File: src/rtl/button_edge_repeat_action_encoder_assert.svh
// Assertion shorthands shared by the encoder RTL.
// Each expects clk and rst_n in scope and is quiet while reset is held.
`ifndef BUTTON_EDGE_REPEAT_ACTION_ENCODER_ASSERT_SVH
`define BUTTON_EDGE_REPEAT_ACTION_ENCODER_ASSERT_SVH

// Same-cycle implication
`define BERA_ASSERT_IMP(lbl, ante, cons, msg) \
  lbl: assert property (@(posedge clk) disable iff (!rst_n) (ante) |-> (cons)) \
    else $error(msg);

// Next-cycle implication
`define BERA_ASSERT_NXT(lbl, ante, cons, msg) \
  lbl: assert property (@(posedge clk) disable iff (!rst_n) (ante) |=> (cons)) \
    else $error(msg);

`endif

File: src/rtl/bera_pkg.sv
package bera_pkg;

  localparam int BUTTON_COUNT = 10;
  localparam int DELAY_W      = 8;
  localparam int CFG_INDEX_W  = 2;

  // Button bit positions
  localparam int BTN_UP     = 0;
  localparam int BTN_DOWN   = 1;
  localparam int BTN_LEFT   = 2;
  localparam int BTN_RIGHT  = 3;
  localparam int BTN_A      = 4;
  localparam int BTN_B      = 5;
  localparam int BTN_START  = 6;
  localparam int BTN_SELECT = 7;
  localparam int BTN_MENU   = 8;
  localparam int BTN_QUIT   = 9;

  // Configuration register indexes
  localparam logic [CFG_INDEX_W-1:0] CFG_FIRST_DELAY = 2'd0;
  localparam logic [CFG_INDEX_W-1:0] CFG_NEXT_DELAY  = 2'd1;

  localparam logic [DELAY_W-1:0] FIRST_DELAY_RST = 8'd15;
  localparam logic [DELAY_W-1:0] NEXT_DELAY_RST  = 8'd7;

  typedef logic [BUTTON_COUNT-1:0] buttons_t;
  typedef logic [DELAY_W-1:0]      delay_t;

  typedef enum logic [3:0] {
    ACT_NONE     = 4'd0,
    ACT_UP       = 4'd1,
    ACT_DOWN     = 4'd2,
    ACT_LEFT     = 4'd3,
    ACT_RIGHT    = 4'd4,
    ACT_CANCEL   = 4'd5,
    ACT_OK       = 4'd6,
    ACT_START    = 4'd7,
    ACT_SETTINGS = 4'd8,
    ACT_QUIT     = 4'd9
  } action_t;

  // Triggered set and repeat status for one frame
  typedef struct packed {
    buttons_t trig;
    logic     fired;
  } trig_t;

endpackage

File: src/rtl/bera_repeat.sv
module bera_repeat
  import bera_pkg::*;
(
  input  logic     clk,
  input  logic     rst_n,
  input  logic     adv,
  input  buttons_t held,
  input  delay_t   first_delay,
  input  delay_t   next_delay,
  output trig_t    result
);

  buttons_t prev_r, prev_nxt;
  logic     armed_r, armed_nxt;
  logic     first_r, first_nxt;
  delay_t   cnt_r, cnt_nxt;

  logic     do_hold;
  delay_t   cnt_eff;
  logic     fire;

  // Hold frame: a direction down and neither menu nor quit
  assign do_hold = (|held[BTN_RIGHT:BTN_UP]) && !held[BTN_MENU] && !held[BTN_QUIT];

  // Load the delay on arming, else keep counting
  assign cnt_eff = armed_r ? cnt_r : (first_r ? first_delay : next_delay);
  assign fire    = do_hold && (cnt_eff == '0);

  assign result.trig  = fire ? held : (held & ~prev_r);
  assign result.fired = fire;

  // Next state, committed only when the beat advances
  always_comb begin
    prev_nxt  = prev_r;
    armed_nxt = armed_r;
    first_nxt = first_r;
    cnt_nxt   = cnt_r;
    if (adv) begin
      prev_nxt  = held;
      armed_nxt = do_hold && !fire;
      first_nxt = !do_hold;
      if (do_hold) begin
        cnt_nxt = fire ? cnt_eff : cnt_eff - 1'b1;
      end
    end
  end

  always_ff @(posedge clk) begin
    if (!rst_n) begin
      prev_r  <= '0;
      armed_r <= 1'b0;
      first_r <= 1'b1;
      cnt_r   <= '0;
    end else begin
      prev_r  <= prev_nxt;
      armed_r <= armed_nxt;
      first_r <= first_nxt;
      cnt_r   <= cnt_nxt;
    end
  end

`include "button_edge_repeat_action_encoder_assert.svh"

  `BERA_ASSERT_NXT(a_fire_disarms, adv && fire, !armed_r, "repeat fired but still armed")
  `BERA_ASSERT_NXT(a_release_rearms_first, adv && !do_hold, first_r && !armed_r,
    "released hold did not restore first-hold state")
  `BERA_ASSERT_NXT(a_count_down, adv && do_hold && armed_r && (cnt_r != '0),
    cnt_r == $past(cnt_r) - 1'b1, "hold countdown did not decrement")

endmodule

File: src/rtl/bera_prio.sv
module bera_prio
  import bera_pkg::*;
(
  input  buttons_t trig,
  output action_t  action
);

  // Pick one action; B outranks A, menu alone gives none
  always_comb begin
    if (trig[BTN_UP])          action = ACT_UP;
    else if (trig[BTN_DOWN])   action = ACT_DOWN;
    else if (trig[BTN_LEFT])   action = ACT_LEFT;
    else if (trig[BTN_RIGHT])  action = ACT_RIGHT;
    else if (trig[BTN_B])      action = ACT_CANCEL;
    else if (trig[BTN_A])      action = ACT_OK;
    else if (trig[BTN_START])  action = ACT_START;
    else if (trig[BTN_SELECT]) action = ACT_SETTINGS;
    else if (trig[BTN_QUIT])   action = ACT_QUIT;
    else                       action = ACT_NONE;
  end

endmodule

File: src/rtl/button_edge_repeat_action_encoder.sv
// Button edge / typematic repeat / action encoder.
// Input channel: one beat per frame carries in_buttons, the held state of
// ten navigation buttons, on in_valid/in_ready.
// Result channel: one beat per input beat carries out_action (priority-
// encoded menu action), out_menu_edge and out_repeat_fired on
// out_valid/out_ready.
// Configuration: cfg_we writes cfg_wdata into the register at cfg_index
// (0 first repeat delay, 1 next repeat delay); other indexes are dropped.
// Write only while no beat is in flight.
// Path: a beat accepted into the input register passes the repeat and
// priority logic into the result register when that register is free.
// Throughput is one beat per cycle while out_ready holds, set by the
// two-register path: input -> repeat/priority logic -> result register.
// When the receiver stalls the result register holds, the input register
// fills, and in_ready drops until the result is taken.
// Reset: clears both registers' valid flags and the repeat state, and loads
// delays of 15 and 7 frames.
module button_edge_repeat_action_encoder
  import bera_pkg::*;
(
  input  logic                   clk,
  input  logic                   rst_n,
  input  logic                   in_valid,
  output logic                   in_ready,
  input  logic [9:0]             in_buttons,
  output logic                   out_valid,
  input  logic                   out_ready,
  output logic [3:0]             out_action,
  output logic                   out_menu_edge,
  output logic                   out_repeat_fired,
  input  logic                   cfg_we,
  input  logic [CFG_INDEX_W-1:0] cfg_index,
  input  logic [DELAY_W-1:0]     cfg_wdata
);

  delay_t   first_delay_r, next_delay_r;
  logic     s1_valid_r, s1_valid_nxt;
  buttons_t s1_buttons_r;
  logic     out_valid_r, out_valid_nxt;
  action_t  action_r;
  logic     menu_r, fired_r;

  logic     s1_move;
  trig_t    frame;
  action_t  action;

  // Configuration writes
  always_ff @(posedge clk) begin
    if (!rst_n) begin
      first_delay_r <= FIRST_DELAY_RST;
      next_delay_r  <= NEXT_DELAY_RST;
    end else if (cfg_we) begin
      unique case (cfg_index)
        CFG_FIRST_DELAY: first_delay_r <= cfg_wdata;
        CFG_NEXT_DELAY:  next_delay_r  <= cfg_wdata;
        default: ;
      endcase
    end
  end

  // Advance when the result register is empty or being drained
  assign s1_move  = s1_valid_r && (!out_valid_r || out_ready);
  assign in_ready = !s1_valid_r || s1_move;

  assign s1_valid_nxt  = (in_valid && in_ready) || (s1_valid_r && !s1_move);
  assign out_valid_nxt = s1_move || (out_valid_r && !out_ready);

  always_ff @(posedge clk) begin
    if (!rst_n) begin
      s1_valid_r  <= 1'b0;
      out_valid_r <= 1'b0;
    end else begin
      s1_valid_r  <= s1_valid_nxt;
      out_valid_r <= out_valid_nxt;
    end
  end

  // Input register
  always_ff @(posedge clk) begin
    if (in_valid && in_ready) begin
      s1_buttons_r <= in_buttons;
    end
  end

  bera_repeat u_repeat (
    .clk         (clk),
    .rst_n       (rst_n),
    .adv         (s1_move),
    .held        (s1_buttons_r),
    .first_delay (first_delay_r),
    .next_delay  (next_delay_r),
    .result      (frame)
  );

  bera_prio u_prio (
    .trig   (frame.trig),
    .action (action)
  );

  // Result register
  always_ff @(posedge clk) begin
    if (s1_move) begin
      action_r <= action;
      menu_r   <= frame.trig[BTN_MENU];
      fired_r  <= frame.fired;
    end
  end

  assign out_valid        = out_valid_r;
  assign out_action       = action_r;
  assign out_menu_edge    = menu_r;
  assign out_repeat_fired = fired_r;

`include "button_edge_repeat_action_encoder_assert.svh"

  `BERA_ASSERT_IMP(a_fire_is_direction, out_valid_r && fired_r,
    (action_r == ACT_UP) || (action_r == ACT_DOWN) || (action_r == ACT_LEFT)
    || (action_r == ACT_RIGHT), "repeat result without a direction action")
  `BERA_ASSERT_IMP(a_fire_no_menu, out_valid_r && fired_r, !menu_r,
    "repeat fired with menu held")
  `BERA_ASSERT_NXT(a_s1_holds, s1_valid_r && !s1_move, s1_valid_r,
    "input register dropped a stalled beat")

endmodule
File: config.mk
export PLATFORM = sky130hd
export DESIGN_NAME = button_edge_repeat_action_encoder
export DESIGN_NICKNAME = d
export VERILOG_FILES = /design/src/rtl/bera_pkg.sv /design/src/rtl/bera_repeat.sv /design/src/rtl/bera_prio.sv /design/src/rtl/button_edge_repeat_action_encoder.sv
export VERILOG_INCLUDE_DIRS = /design/src /design/src/rtl
export SDC_FILE = /design/constraint.sdc
export NUM_CORES = 1
export LEC_CHECK = 0
export BUFFER_PORTS_ARGS = -buffer_cell sky130_fd_sc_hd__buf_2
export CORE_ASPECT_RATIO = 1.25
export CORE_MARGIN = 1
export CORE_UTILIZATION = 30
export CTS_BUF_LIST = sky130_fd_sc_hd__clkbuf_4 sky130_fd_sc_hd__clkbuf_8 sky130_fd_sc_hd__clkbuf_16
export CTS_CLUSTER_SIZE = 14
export DETAILED_ROUTE_END_ITERATION = 8
export GPL_TIMING_DRIVEN = 0
export MAX_ROUTING_LAYER = met4
export SYNTH_ARGS = -nofsm -noshare
export SYNTH_HDL_FRONTEND = slang
export SYNTH_SLANG_ARGS = --single-unit
File: constraint.sdc
create_clock -name clk -period 4.1 [get_ports clk]
set_input_delay 0.205 -clock clk [delete_from_list [all_inputs] [get_ports clk]]
set_output_delay 0.205 -clock clk [all_outputs]
set_load 0.01 [all_outputs]
==> results of run 1 <==
-- placed cells by master, fill, tap and decap left out, types with 2 or more instances in the layout --
cell and count:
inv_1 4, nor3_1 2, mux2_2 6, a21oi_1 18
a21boi_0 3, and2_1 2, clkbuf_8 5, nor2_1 24
clkbuf_1 9, nor2b_1 8, a41oi_1 4, nand3_1 4
buf_4 2, a41o_1 3, a211oi_1 5, dfxtp_1 38
o21ai_0 10, nand3b_1 2, edfxtp_1 16, buf_2 33
a31oi_1 3, nand2_1 34, o211ai_1 2, mux2i_1 23
-- metal layers --
metal	global-route usage	wire length [µm]
met5	-	0
met2	0.227	2540
met1	0.159	2250
met4	0.0477	71
met3	0.0265	157
-- state kept, by name (all words and copies together), names as in the netlist, 4 cells and up --
name             cells
s1_buttons_r        10
u_repeat.prev_r     10
next_delay_r         8
first_delay_r        8
out_action           4
u_repeat.cnt_r       8
-- metrics by stage --
stage / hold WS, ns / utilization
after floorplan: 0.304 / -
after global placement: 0.381 / 0.348
after detailed placement: 0.383 / 0.348
after CTS: 0.0547 / 0.359
after global routing: 0.0415 / 0.359
final: 0.0623 / 0.359
-- power by group through the flow --
stage	logic (mW)	clock network, mW	registers [mW]
floorplan	0.0689	0	0.598
global placement	0.102	0	0.599
detailed placement	0.104	0	0.599
CTS	0.105	0.313	0.587
global route	0.116	0.334	0.591
finish	0.103	0.300	0.587
-- cells by family (layout without fill, tap and decap cells) --
family                   Yosys count  count (layout)  synth area share
AND/OR/NAND/NOR                   84              84             0.160
AO/OA/AOI/OAI                     56              56             0.153
flip-flops                        54              54             0.507
multiplexers                      31              31             0.132
buffers and inverters             19              59            0.0358
XOR/XNOR                           2               2           0.00716
adder cells (fa/ha/maj)            1               1           0.00511
-- worst max-delay path by stage --
| stage | startpoint | endpoint | slack, ns | cells after the start |
|---|---|---|---|---|
| 2_1_floorplan | u_repeat.first_r$_SDFFE_PN1P_ | u_repeat.cnt_r[1]$_SDFFE_PN0P_ | 1.22 | 10 |
| 3_3_place_gp | u_repeat.first_r$_SDFFE_PN1P_ | out_action[0]$_SDFFCE_PP1P_ | 0.55 | 10 |
| 3_5_place_dp | u_repeat.first_r$_SDFFE_PN1P_ | out_action[0]$_SDFFCE_PP1P_ | 0.56 | 10 |
| 4_1_cts | u_repeat.first_r$_SDFFE_PN1P_ | out_action[0]$_SDFFCE_PP1P_ | 0.52 | 10 |
| 5_1_grt | u_repeat.first_r$_SDFFE_PN1P_ | out_action[0]$_SDFFCE_PP1P_ | 0.13 | 10 |
| 6_report | u_repeat.first_r$_SDFFE_PN1P_ | out_action[0]$_SDFFCE_PP1P_ | 0.54 | 10 |
-- area by class of cell --
class | count | area share
sequential | 54 | 0.441
multi-input combinational | 174 | 0.397
timing repair buffer | 32 | 0.0569
tap | 95 | 0.0422
clock buffer | 6 | 0.0271
buffer | 14 | 0.0244
inverter | 5 | 0.00667
clock inverter | 2 | 0.00489
==> impl_results.md, run 1 <==
- Overall power: 0.990 mW
- Combinational share of power: 0.104
- CTS-repair resized insts: 0
- Int Pwr: 0.747 mW
- Worst hold path class: in2reg
- # IOs: 33
- Slew headroom: 0.394
- Clock Latency Late Sink: 0.31 ns
- Fmax: 281 MHz
- Hold_buf cts: 0
- Detailed-route DRC error count: 0
- CP Capture Type: flip-flop
- Syn Inst Count: 247
- Vias in the first global route: 1766
- Synth cell types: 47
- WL per Instance: 13.1 µm
- Die X: 82.8 µm
- Row count: 36
- Number of synthesized flops with an enable pin: 16
- CTS max path bufs: 2
- Net Sw Frac: 0.245
- H-tree Lvls: 2
- Post-CTS Setup Inserts: 0
- Layout Skew: 0.00864 ns
- WP buf/inv: 2
- Status: complete, no violations
- Yosys Warn Count: 0
- Final Hold Fails: 0
- Sequential share of power: 0.593
- Setup TNS Final: 0 ns
- Max Cap Viol: 0
- Dominant synthesized flop cell: dfxtp_1
- Syn nets: 273
- GR Util All Layers: 0.135
- Vias per inst: 4.94
- Min-delay src: in_buttons[6]
- CP top delay family: simple AND/OR/NAND/NOR gates
- Worst r2r dst: out_action[0]$_SDFFCE_PP1P_
- Clock Pin Slew Worst Setup and Hold Paths: 0.10 ns
- Reg2Reg Setup Slack: 0.54 ns
- Via count: 1888
- Fin crit period: 3.56 ns
- # port buffers: 32
- Worst R2R Path Depth: 10
- Fraction of registers with async set/reset: 0
- Post-route insts no fill: 382
- Worst setup margin: 0.537 ns
- Final slew viol count: 0
- R2r startpoint: u_repeat.first_r$_SDFFE_PN1P_
- Die height: 103 µm
- Placed cell area: 2730 µm²
- Place WS: 0.559 ns
- Register area share after synthesis: 0.507
- Synthesis-to-layout area growth: 15.1%
- Die ar.: 8520 µm²
- Count leader, synth: dfxtp_1
- Synthesized flop and latch total: 54
- Antenna viol nets, final: 0
- Worst Hold Endpoint: s1_buttons_r[6]$_DFFE_PP_
- Worst VDD drop: 0.158 mV
- DRT Wirelength: 5020 µm
- Final setup fails: 0
- Fin area: 2820 µm²
- Area occupied by multi-input gates: 1120 µm²
- Synth cell count leaders: 38 x dfxtp_1, 34 x nand2_1, 24 x nor2_1
- Synth top area cells: dfxtp_1 31%, edfxtp_1 20%, mux2i_1 9.4%, nand2_1 5.2%, a21oi_1 3.7%
- Sw power: 0.243 mW
- CTS buffer count: 5
- CP required: 4.16 ns
- Clock tree root driver cell: clkbuf_8
- Clock power frac: 0.303
- Grt ovf: 0
- Initial antenna violation count: 0
- Global-route wire length before repair: 8420 µm
- Fillers: 846
- Least-Margin Pin Slew: 0.902 ns
- Proportion of layout cells with a drive suffix above 1: 0.188
- Critical Path Fanout Max: 9
- WHS Path Cells: 1
- Max stage delay on crit path: 0.76 ns
- Synthesized cell area: 2450 µm²
- Post-DP HPWL: 3660 µm
- Largest net degree at the start of global routing: 17
- Number of DRC markers in iteration 0: 99
- Tcrit/Tclk final: 0.869
- Sink Count: 54
- Reg area: 1240 µm²
- Mapped Avg Cell Area: 9.90 µm²
- CTS tree: yes
- Initial core utilization: 0.312
- CP Class: reg2reg
- Nets: 312
- LEAKAGE: 1.09 nW
- Yosys top cell by area: dfxtp_1
- Startpoint Class: flip-flop
- CP Data Arrival Time: 3.63 ns
- Core area: 7840 µm²
- DR pass1 iterations: 4
- # diodes: 0
- Slowest stage cell, crit path: nor3_1
- Yosys top cell area share: 0.311
- Pwr dens: 352 nW/µm²
- RSZ-0062 raised after global routing: false
- Crit path cell chain: buf_4 > mux2_2 > mux2i_1 > ha_1 > o211ai_1 > nor3_1 > and2_1 > clkbuf_1 > o21ai_0 > o32a_1
- GPL Wtd Cong: 0.801
- Placed cell count: 374
No activity file was read; power rests on OpenSTA's default activity.
==> run 2: changes to the inputs <==
--- a/config.mk
+++ b/config.mk
@@ -6,10 +6,11 @@
 export SDC_FILE = /design/constraint.sdc
 export NUM_CORES = 1
 export LEC_CHECK = 0
+export ABC_AREA = 1
 export BUFFER_PORTS_ARGS = -buffer_cell sky130_fd_sc_hd__buf_2
 export CORE_ASPECT_RATIO = 1.25
 export CORE_MARGIN = 1
-export CORE_UTILIZATION = 30
+export CORE_UTILIZATION = 35
 export CTS_BUF_LIST = sky130_fd_sc_hd__clkbuf_4 sky130_fd_sc_hd__clkbuf_8 sky130_fd_sc_hd__clkbuf_16
 export CTS_CLUSTER_SIZE = 14
 export DETAILED_ROUTE_END_ITERATION = 8
==> impl_results.md, run 2 <==
- Core area: 6650 µm² (-15%)
- Clock Latency Late Sink: 0.31 ns (about the same)
- Commonest non-fill, non-tap cells in the layout: 60 x nand2_1, 38 x dfxtp_1, 34 x nor2_1
- Worst hold path class: in2reg
- Syn nets: 319 (+17%)
- Reg2Reg Setup Slack: 1.53 ns (+0.99 ns)
- Startpoint Class: flip-flop
- Largest family of logic cells by synthesized area: simple AND/OR/NAND/NOR gates
- Die ar.: 7280 µm² (-15%)
- Row count: 33 (-8.3%)
- Largest net degree at the start of global routing: 18 (+1)
- Fmax: 389 MHz (+38%)
- CTS buffer count: 5 (unchanged)
- Least-Margin Pin Slew: 0.950 ns (+0.0474 ns)
- Clock tree root driver cell: clkbuf_8
- Post-CTS Setup Inserts: 0 (unchanged)
- Synthesis-to-layout area growth: 15.8%
- Mapped Avg Cell Area: 8.29 µm² (-16%)
- Register area share after synthesis: 0.511 (+0.00340)
- Max stage delay on crit path: 0.32 ns (-0.44 ns)
- CTS tree: yes
- WL per Instance: 11.3 µm (-14%)
- Worst setup margin: 1.53 ns (+0.990 ns)
- Worst Hold Endpoint: s1_buttons_r[3]$_DFFE_PP_
- # IOs: 33 (unchanged)
- GPL Wtd Cong: 0.785 (-2.0%)
- Synth cell types: 37 (-21%)
- Commonest non-fill, non-tap cell in the layout: nand2_1
- Synthesized flop and latch total: 54 (unchanged)
- Crit path cell chain: buf_6 > or2_2 > o211ai_1 > o21ai_0 > inv_1 > ha_1 > inv_1 > nor2_2 > nand3_4 > buf_6 > a21oi_1 > inv_1 > nand2_1 > a31oi_1
- Clock Pin Slew Worst Setup and Hold Paths: 0.10 ns (about the same)
- Global-route wire length before repair: 8110 µm (-3.7%)
- Worst R2R Path Depth: 14 (+4)
- CP top delay family: simple AND/OR/NAND/NOR gates
- Largest regs: s1_buttons_r (10), u_repeat.prev_r (10)
- Final Hold Fails: 0 (unchanged)
- Worst r2r dst: out_action[2]$_SDFFCE_PP0P_
- Post-synthesis adder-cell area fraction: 0.00515 (+0.0000342)
- Synthesized cell area: 2430 µm² (-0.66%)
- Count leader, synth: nand2_1
- Fillers: 687 (-19%)
- # port buffers: 32 (unchanged)
- CP dominant cell by count: inv_1
- Pwr dens: 382 nW/µm² (+8.6%)
- DRT Wirelength: 4740 µm (-5.6%)
- Layout Skew: 0.00364 ns (-0.00500 ns)
- Vias in the first global route: 1787 (+1.2%)
- Tcrit/Tclk final: 0.628 (-0.241)
- GR Util All Layers: 0.145 (+0.00990)
- Simple-gate share of the synthesized area: 0.272 (+0.112)
- Detailed-route DRC error count: 0 (unchanged)
- Yosys top cell by area: dfxtp_1
- Initial core utilization: 0.366 (+0.0534)
- Yosys Warn Count: 0 (unchanged)
- Synth top area cells: dfxtp_1 31%, edfxtp_1 20%, nand2_1 9.3%, o21ai_0 5.4%, nor2_1 5.3%
- CTS-repair resized insts: 0 (unchanged)
- WP buf/inv: 5 (+3)
- Fraction of registers with async set/reset: 0 (unchanged)
- DR pass1 iterations: 4 (unchanged)
- WHS Path Cells: 1 (unchanged)
- Place WS: 1.52 ns (+0.965 ns)
- Syn Inst Count: 293 (+19%)
- Worst VDD drop: 0.281 mV (+77%)
- Post-Synth XOR/XNOR Area: 0.0180 (+0.0109)
- Proportion of layout cells with a drive suffix above 1: 0.195 (+0.00704)
- Post-synthesis mux area share: 0 (-0.132)
- Number of synthesized flops with an enable pin: 16 (unchanged)
- Via count: 1948 (+3.2%)
- # diodes: 0 (unchanged)
- CTS max path bufs: 2 (unchanged)
- Max Cap Viol: 0 (unchanged)
- Final setup fails: 0 (unchanged)
- RSZ-0062 raised after global routing: false
- Compound-Gate Fraction of Synth Area: 0.125 (-0.0278)
- Slew headroom: 0.362 (-0.0318)
- Sink Count: 54 (unchanged)
- Hold_buf cts: 0 (unchanged)
- CP required: 4.16 ns (about the same)
- CP Data Arrival Time: 2.63 ns (-1.00 ns)
- Number of DRC markers in iteration 0: 110 (+11%)
- Dominant synthesized flop cell: dfxtp_1
- R2r startpoint: u_repeat.first_r$_SDFFE_PN1P_
- Die height: 95.2 µm (-7.6%)
- Grt ovf: 0 (unchanged)
- Synth cell count leaders: 60 x nand2_1, 38 x dfxtp_1, 34 x nor2_1
- Initial antenna violation count: 0 (unchanged)
- H-tree Lvls: 2 (unchanged)
- Fin crit period: 2.57 ns (-0.990 ns)
- Setup TNS Final: 0 ns (unchanged)
- Yosys top cell area share: 0.313 (+0.00208)
- LEAKAGE: 1.25 nW (+15%)
- Vias per inst: 4.64 (-6.2%)
- Status: complete, no violations
- Final slew viol count: 0 (unchanged)
- Critical Path Fanout Max: 10 (+1)
- Nets: 358 (+15%)
- Post-DP HPWL: 3480 µm (-5.0%)
- CP Class: reg2reg
- Min-delay src: in_buttons[3]
- Antenna viol nets, final: 0 (unchanged)
- CP Capture Type: flip-flop
- Slowest stage cell, crit path: dfxtp_1
- Die X: 76.5 µm (-7.5%)
## run 2: cell types whose count changed in the layout (fill, tap and decap cells not counted), moves of 5 or more
| cell | previous run | this run |
|---|---|---|
| clkbuf_1 | 9 | 4 |
| inv_1 | 4 | 27 |
| mux2_2 | 6 | 0 |
| mux2i_1 | 23 | 0 |
| nand2_1 | 34 | 60 |
| nand3_1 | 4 | 19 |
| nor2_1 | 24 | 34 |
| nor2b_1 | 8 | 0 |
| o21ai_0 | 10 | 26 |
| or2_1 | 0 | 5 |
## run 2: area by class of cell
| class | instances | area, µm² | share of cell area |
|---|---|---|---|
| Clock inverter | 3 | 45.0 | 0.0160 |
| Multi-Input combinational cell | 201 | 1020 | 0.363 |
| Timing Repair Buffer | 32 | 160 | 0.0569 |
| Sequential cell | 54 | 1240 | 0.441 |
| Buffer | 8 | 52.6 | 0.0187 |
| Clock buffer | 5 | 68.8 | 0.0245 |
| Inverter | 30 | 115 | 0.0409 |
| Tap cell | 87 | 109 | 0.0387 |
## run 2: worst max-delay path by stage
stage / start / endpoint / slack [ns] / cells after the start
3_3_place_gp: u_repeat.first_r$_SDFFE_PN1P_ / out_action[0]$_SDFFCE_PP1P_ / 1.49 / 18
4_1_cts: u_repeat.first_r$_SDFFE_PN1P_ / out_action[0]$_SDFFCE_PP1P_ / 1.49 / 18
5_1_grt: u_repeat.first_r$_SDFFE_PN1P_ / out_action[0]$_SDFFCE_PP1P_ / 1.18 / 18
2_1_floorplan: u_repeat.first_r$_SDFFE_PN1P_ / out_action[0]$_SDFFCE_PP1P_ / 1.80 / 18
3_5_place_dp: u_repeat.first_r$_SDFFE_PN1P_ / out_action[0]$_SDFFCE_PP1P_ / 1.52 / 18
6_report: u_repeat.first_r$_SDFFE_PN1P_ / out_action[2]$_SDFFCE_PP0P_ / 1.53 / 14
## run 2: stage by stage
stage	total power, mW	cell area [µm²]	hold slack [ns]	utilization	cells
3_3_place_gp	0.728	2700	0.382	0.406	412
5_1_grt	1.13	2810	0.0477	0.423	420
4_1_cts	1.09	2810	0.0553	0.423	420
6_report	1.07	2810	0.0658	0.423	420
2_1_floorplan	0.691	2430	0.304	-	293
3_5_place_dp	0.730	2700	0.383	0.406	412
## run 2: cell families after synthesis
kind of cell / after synthesis
compound gates: 55
xor+xnor: 5
fa+ha+maj: 1
buf+inv: 38
flops: 54
simple gates: 140
## run 2: worst reg2reg max path, delay by kind of cell (launching register included)
kind	cells	cell delay, ns
and+or+nand+nor	4	0.67
buffers and inverters	5	0.62
AOI/OAI and AO/OA	4	0.52
DFF	1	0.32
adders and majority gates	1	0.20
## run 2: metal layers
layer	GRT usage	vias to the layer above	part of all wire	routed length [µm]
met2	0.245	26	0.48	2260
met1	0.172	880	0.48	2290
met5	-	-	0	0
met3	0.0268	7	0.023	107
met4	0.0577	0	0.018	86
li1	-	1035	-	-
## run 2: where the power goes
group / total, mW / leakage [nW] / internal, mW / switching (mW)
combinational: 0.125 / 0.731 / 0.0480 / 0.0769
clock: 0.357 / 0.0504 / 0.182 / 0.175
sequential: 0.592 / 0.467 / 0.579 / 0.0131
total: 1.07 / 1.25 / 0.809 / 0.265
==> run 3: changes to the inputs <==
==> constraint.sdc (replaced) <==
create_clock -name clk -period 2.5 [get_ports clk]
set_input_delay 0.125 -clock clk [delete_from_list [all_inputs] [get_ports clk]]
set_output_delay 0.125 -clock clk [all_outputs]
set_load 0.01 [all_outputs]
==> impl_results.md, run 3 (synthesized netlist as in run 2, its figures left out) <==
- Worst hold path class: in2reg
- Max Cap Viol: 0 (unchanged)
- CP Capture Type: flip-flop
- Vias in the first global route: 1869 (+4.6%)
- Startpoint Class: flip-flop
- CP required: 2.55 ns (-1.61 ns)
- # port buffers: 32 (unchanged)
- Slew headroom: 0.362 (about the same)
- GPL Wtd Cong: 0.785 (unchanged)
- R2r startpoint: u_repeat.first_r$_SDFFE_PN1P_
- Worst setup path start: u_repeat.first_r$_SDFFE_PN1P_
- Crit path cell chain: buf_6 > or2_2 > o211ai_1 > o21ai_2 > inv_2 > ha_4 > inv_2 > nor2_4 > nand3_4 > buf_12 > a21oi_1 > inv_1 > nand2_1 > a31oi_1
- Post-DP HPWL: 3480 µm (unchanged)
- Slowest stage cell, crit path: dfxtp_2
- Clock tree root driver cell: clkbuf_8
- Proportion of layout cells with a drive suffix above 1: 0.216 (+0.0203)
- Largest regs: s1_buttons_r (10), u_repeat.prev_r (10)
- Placed cell count: 412 (unchanged)
- CP dominant cell by count: inv_2
- LEAKAGE: 1.32 nW (+5.4%)
- Commonest non-fill, non-tap cell in the layout: nand2_1
- Core area: 6650 µm² (unchanged)
- Worst VDD drop: 0.463 mV (+65%)
- Max stage delay on crit path: 0.33 ns (about the same)
- Crit path depth: 14 (unchanged)
- Final setup fails: 0 (unchanged)
- Final Hold Fails: 0 (unchanged)
- DRT Wirelength: 4980 µm (+4.9%)
- Clock Pin Slew Worst Setup and Hold Paths: 0.10 ns (about the same)
- Number of DRC markers in iteration 0: 117 (+6.4%)
- Worst Setup EP: out_action[2]$_SDFFCE_PP0P_
- RSZ-0062 raised after global routing: false
- Detailed-route DRC error count: 0 (unchanged)
- Initial core utilization: 0.366 (unchanged)
- WL per Instance: 11.4 µm (+1.3%)
- Largest net degree at the start of global routing: 18 (unchanged)
- H-tree Lvls: 2 (unchanged)
- Worst R2R Path Depth: 14 (unchanged)
- CP Class: reg2reg
- CTS tree: yes
- Sink Count: 54 (unchanged)
- GR Util All Layers: 0.150 (+0.00473)
- WP buf/inv: 5 (unchanged)
- Worst r2r dst: out_action[2]$_SDFFCE_PP0P_
- Grt ovf: 0 (unchanged)
- Commonest non-fill, non-tap cells in the layout: 60 x nand2_1, 37 x dfxtp_1, 34 x nor2_1
- Final slew viol count: 0 (unchanged)
- Placed cell area: 2700 µm² (unchanged)
- Fmax: 438 MHz (+13%)
- Post-route insts no fill: 435 (+3.6%)
- Die X: 76.5 µm (unchanged)
- Place WS: -0.0755 ns (-1.60 ns)
- DR pass1 iterations: 4 (unchanged)
- Nets: 373 (+4.2%)
- WHS: 0.0379 ns (-0.0279 ns)
- CTS max path bufs: 2 (unchanged)
- Vias per inst: 4.65 (+0.22%)
- Tcrit/Tclk final: 0.914 (+0.286)
- # IOs: 33 (unchanged)
- Synthesis-to-layout area growth: 22.7%
- Die height: 95.2 µm (unchanged)
- CTS buffer count: 5 (unchanged)
- Row count: 33 (unchanged)
- Layout Skew: 0.00405 ns (+0.000414 ns)
- Setup TNS Final: 0 ns (unchanged)
- Fin crit period: 2.29 ns (-0.288 ns)
- CP top delay family: simple AND/OR/NAND/NOR gates
- Status: complete, no violations
- Die ar.: 7280 µm² (unchanged)
- Clock Latency Late Sink: 0.31 ns (about the same)
- Pwr dens: 599 nW/µm² (+57%)
- Global-route wire length before repair: 8400 µm (+3.5%)
- Fin area: 2980 µm² (+6.0%)
- Least-Margin Pin Slew: 0.949 ns (-0.000376 ns)
- # diodes: 0 (unchanged)
- CP Data Arrival Time: 2.34 ns (-0.29 ns)
- Via count: 2022 (+3.8%)
- Initial antenna violation count: 0 (unchanged)
- Reg2Reg Setup Slack: 0.21 ns (-1.31 ns)
- Worst setup margin: 0.215 ns (-1.31 ns)
- Antenna viol nets, final: 0 (unchanged)
- Critical Path Fanout Max: 10 (unchanged)
## run 3: cell type report
| type | instances | area (µm²) |
|---|---|---|
| clock buffer | 5 | 68.8 |
| sequential | 54 | 1240 |
| inverter | 30 | 115 |
| multi-input combinational | 201 | 1040 |
| fill | 678 | 3670 |
| tap | 87 | 109 |
| buffer | 8 | 61.3 |
| timing repair buffer | 47 | 298 |
| clock inverter | 3 | 45.0 |
## run 3: worst min-delay path by stage
stage | start | cells after the start | endpoint
floorplan | in_buttons[0] | 0 | s1_buttons_r[0]$_DFFE_PP_
global placement | in_buttons[3] | 1 | s1_buttons_r[3]$_DFFE_PP_
detailed placement | in_buttons[5] | 1 | s1_buttons_r[5]$_DFFE_PP_
CTS | cfg_wdata[0] | 3 | next_delay_r[0]$_SDFFE_PN1P_
global route | cfg_wdata[0] | 3 | first_delay_r[0]$_SDFFE_PN1P_
finish | cfg_wdata[0] | 3 | next_delay_r[0]$_SDFFE_PN1P_
## run 3: power breakdown
part	switching (mW)	leakage, nW	internal, mW	total (mW)
Combinational	0.133	0.799	0.0951	0.228
Clock	0.288	0.0504	0.298	0.586
Sequential	0.0215	0.467	0.950	0.972
Total	0.442	1.32	1.34	1.79
## run 3: what timing repair did
action / 4_1_cts / 5_1_grt
gates resized for setup: 2 / 8
pin swaps: 0 / 2
hold endpoints to repair: 10 / 0
buffers inserted: 1 / 4
hold buffers: 10 / 0
endpoints found under the setup margin: 4 / 4
## run 3: worst reg2reg max path: stages, from the launching register on
cell and delay (ns):
dfxtp_2 0.33, buf_6 0.13, or2_2 0.27, o211ai_1 0.11, o21ai_2 0.12, inv_2 0.09
ha_4 0.14, inv_2 0.05, nor2_4 0.12, nand3_4 0.12, buf_12 0.16, a21oi_1 0.17
inv_1 0.07, nand2_1 0.09, a31oi_1 0.05
## run 3: through the flow
step	total power [mW]	utilization
after global placement	1.19	0.406
after global routing	1.87	0.449
after CTS	1.80	0.440
after floorplan	1.13	-
after detailed placement	1.20	0.406
final	1.79	0.449
## run 3: per-layer routing
| layer | vias up | part of all wire | global-route usage | wire length [µm] |
|---|---|---|---|---|
| met1 | 915 | 0.46 | 0.174 | 2270 |
| met3 | 7 | 0.033 | 0.0268 | 165 |
| met2 | 34 | 0.50 | 0.260 | 2470 |
| met5 | - | 0 | - | 0 |
| met4 | 0 | 0.014 | 0.0577 | 69 |
| li1 | 1066 | - | - | - |
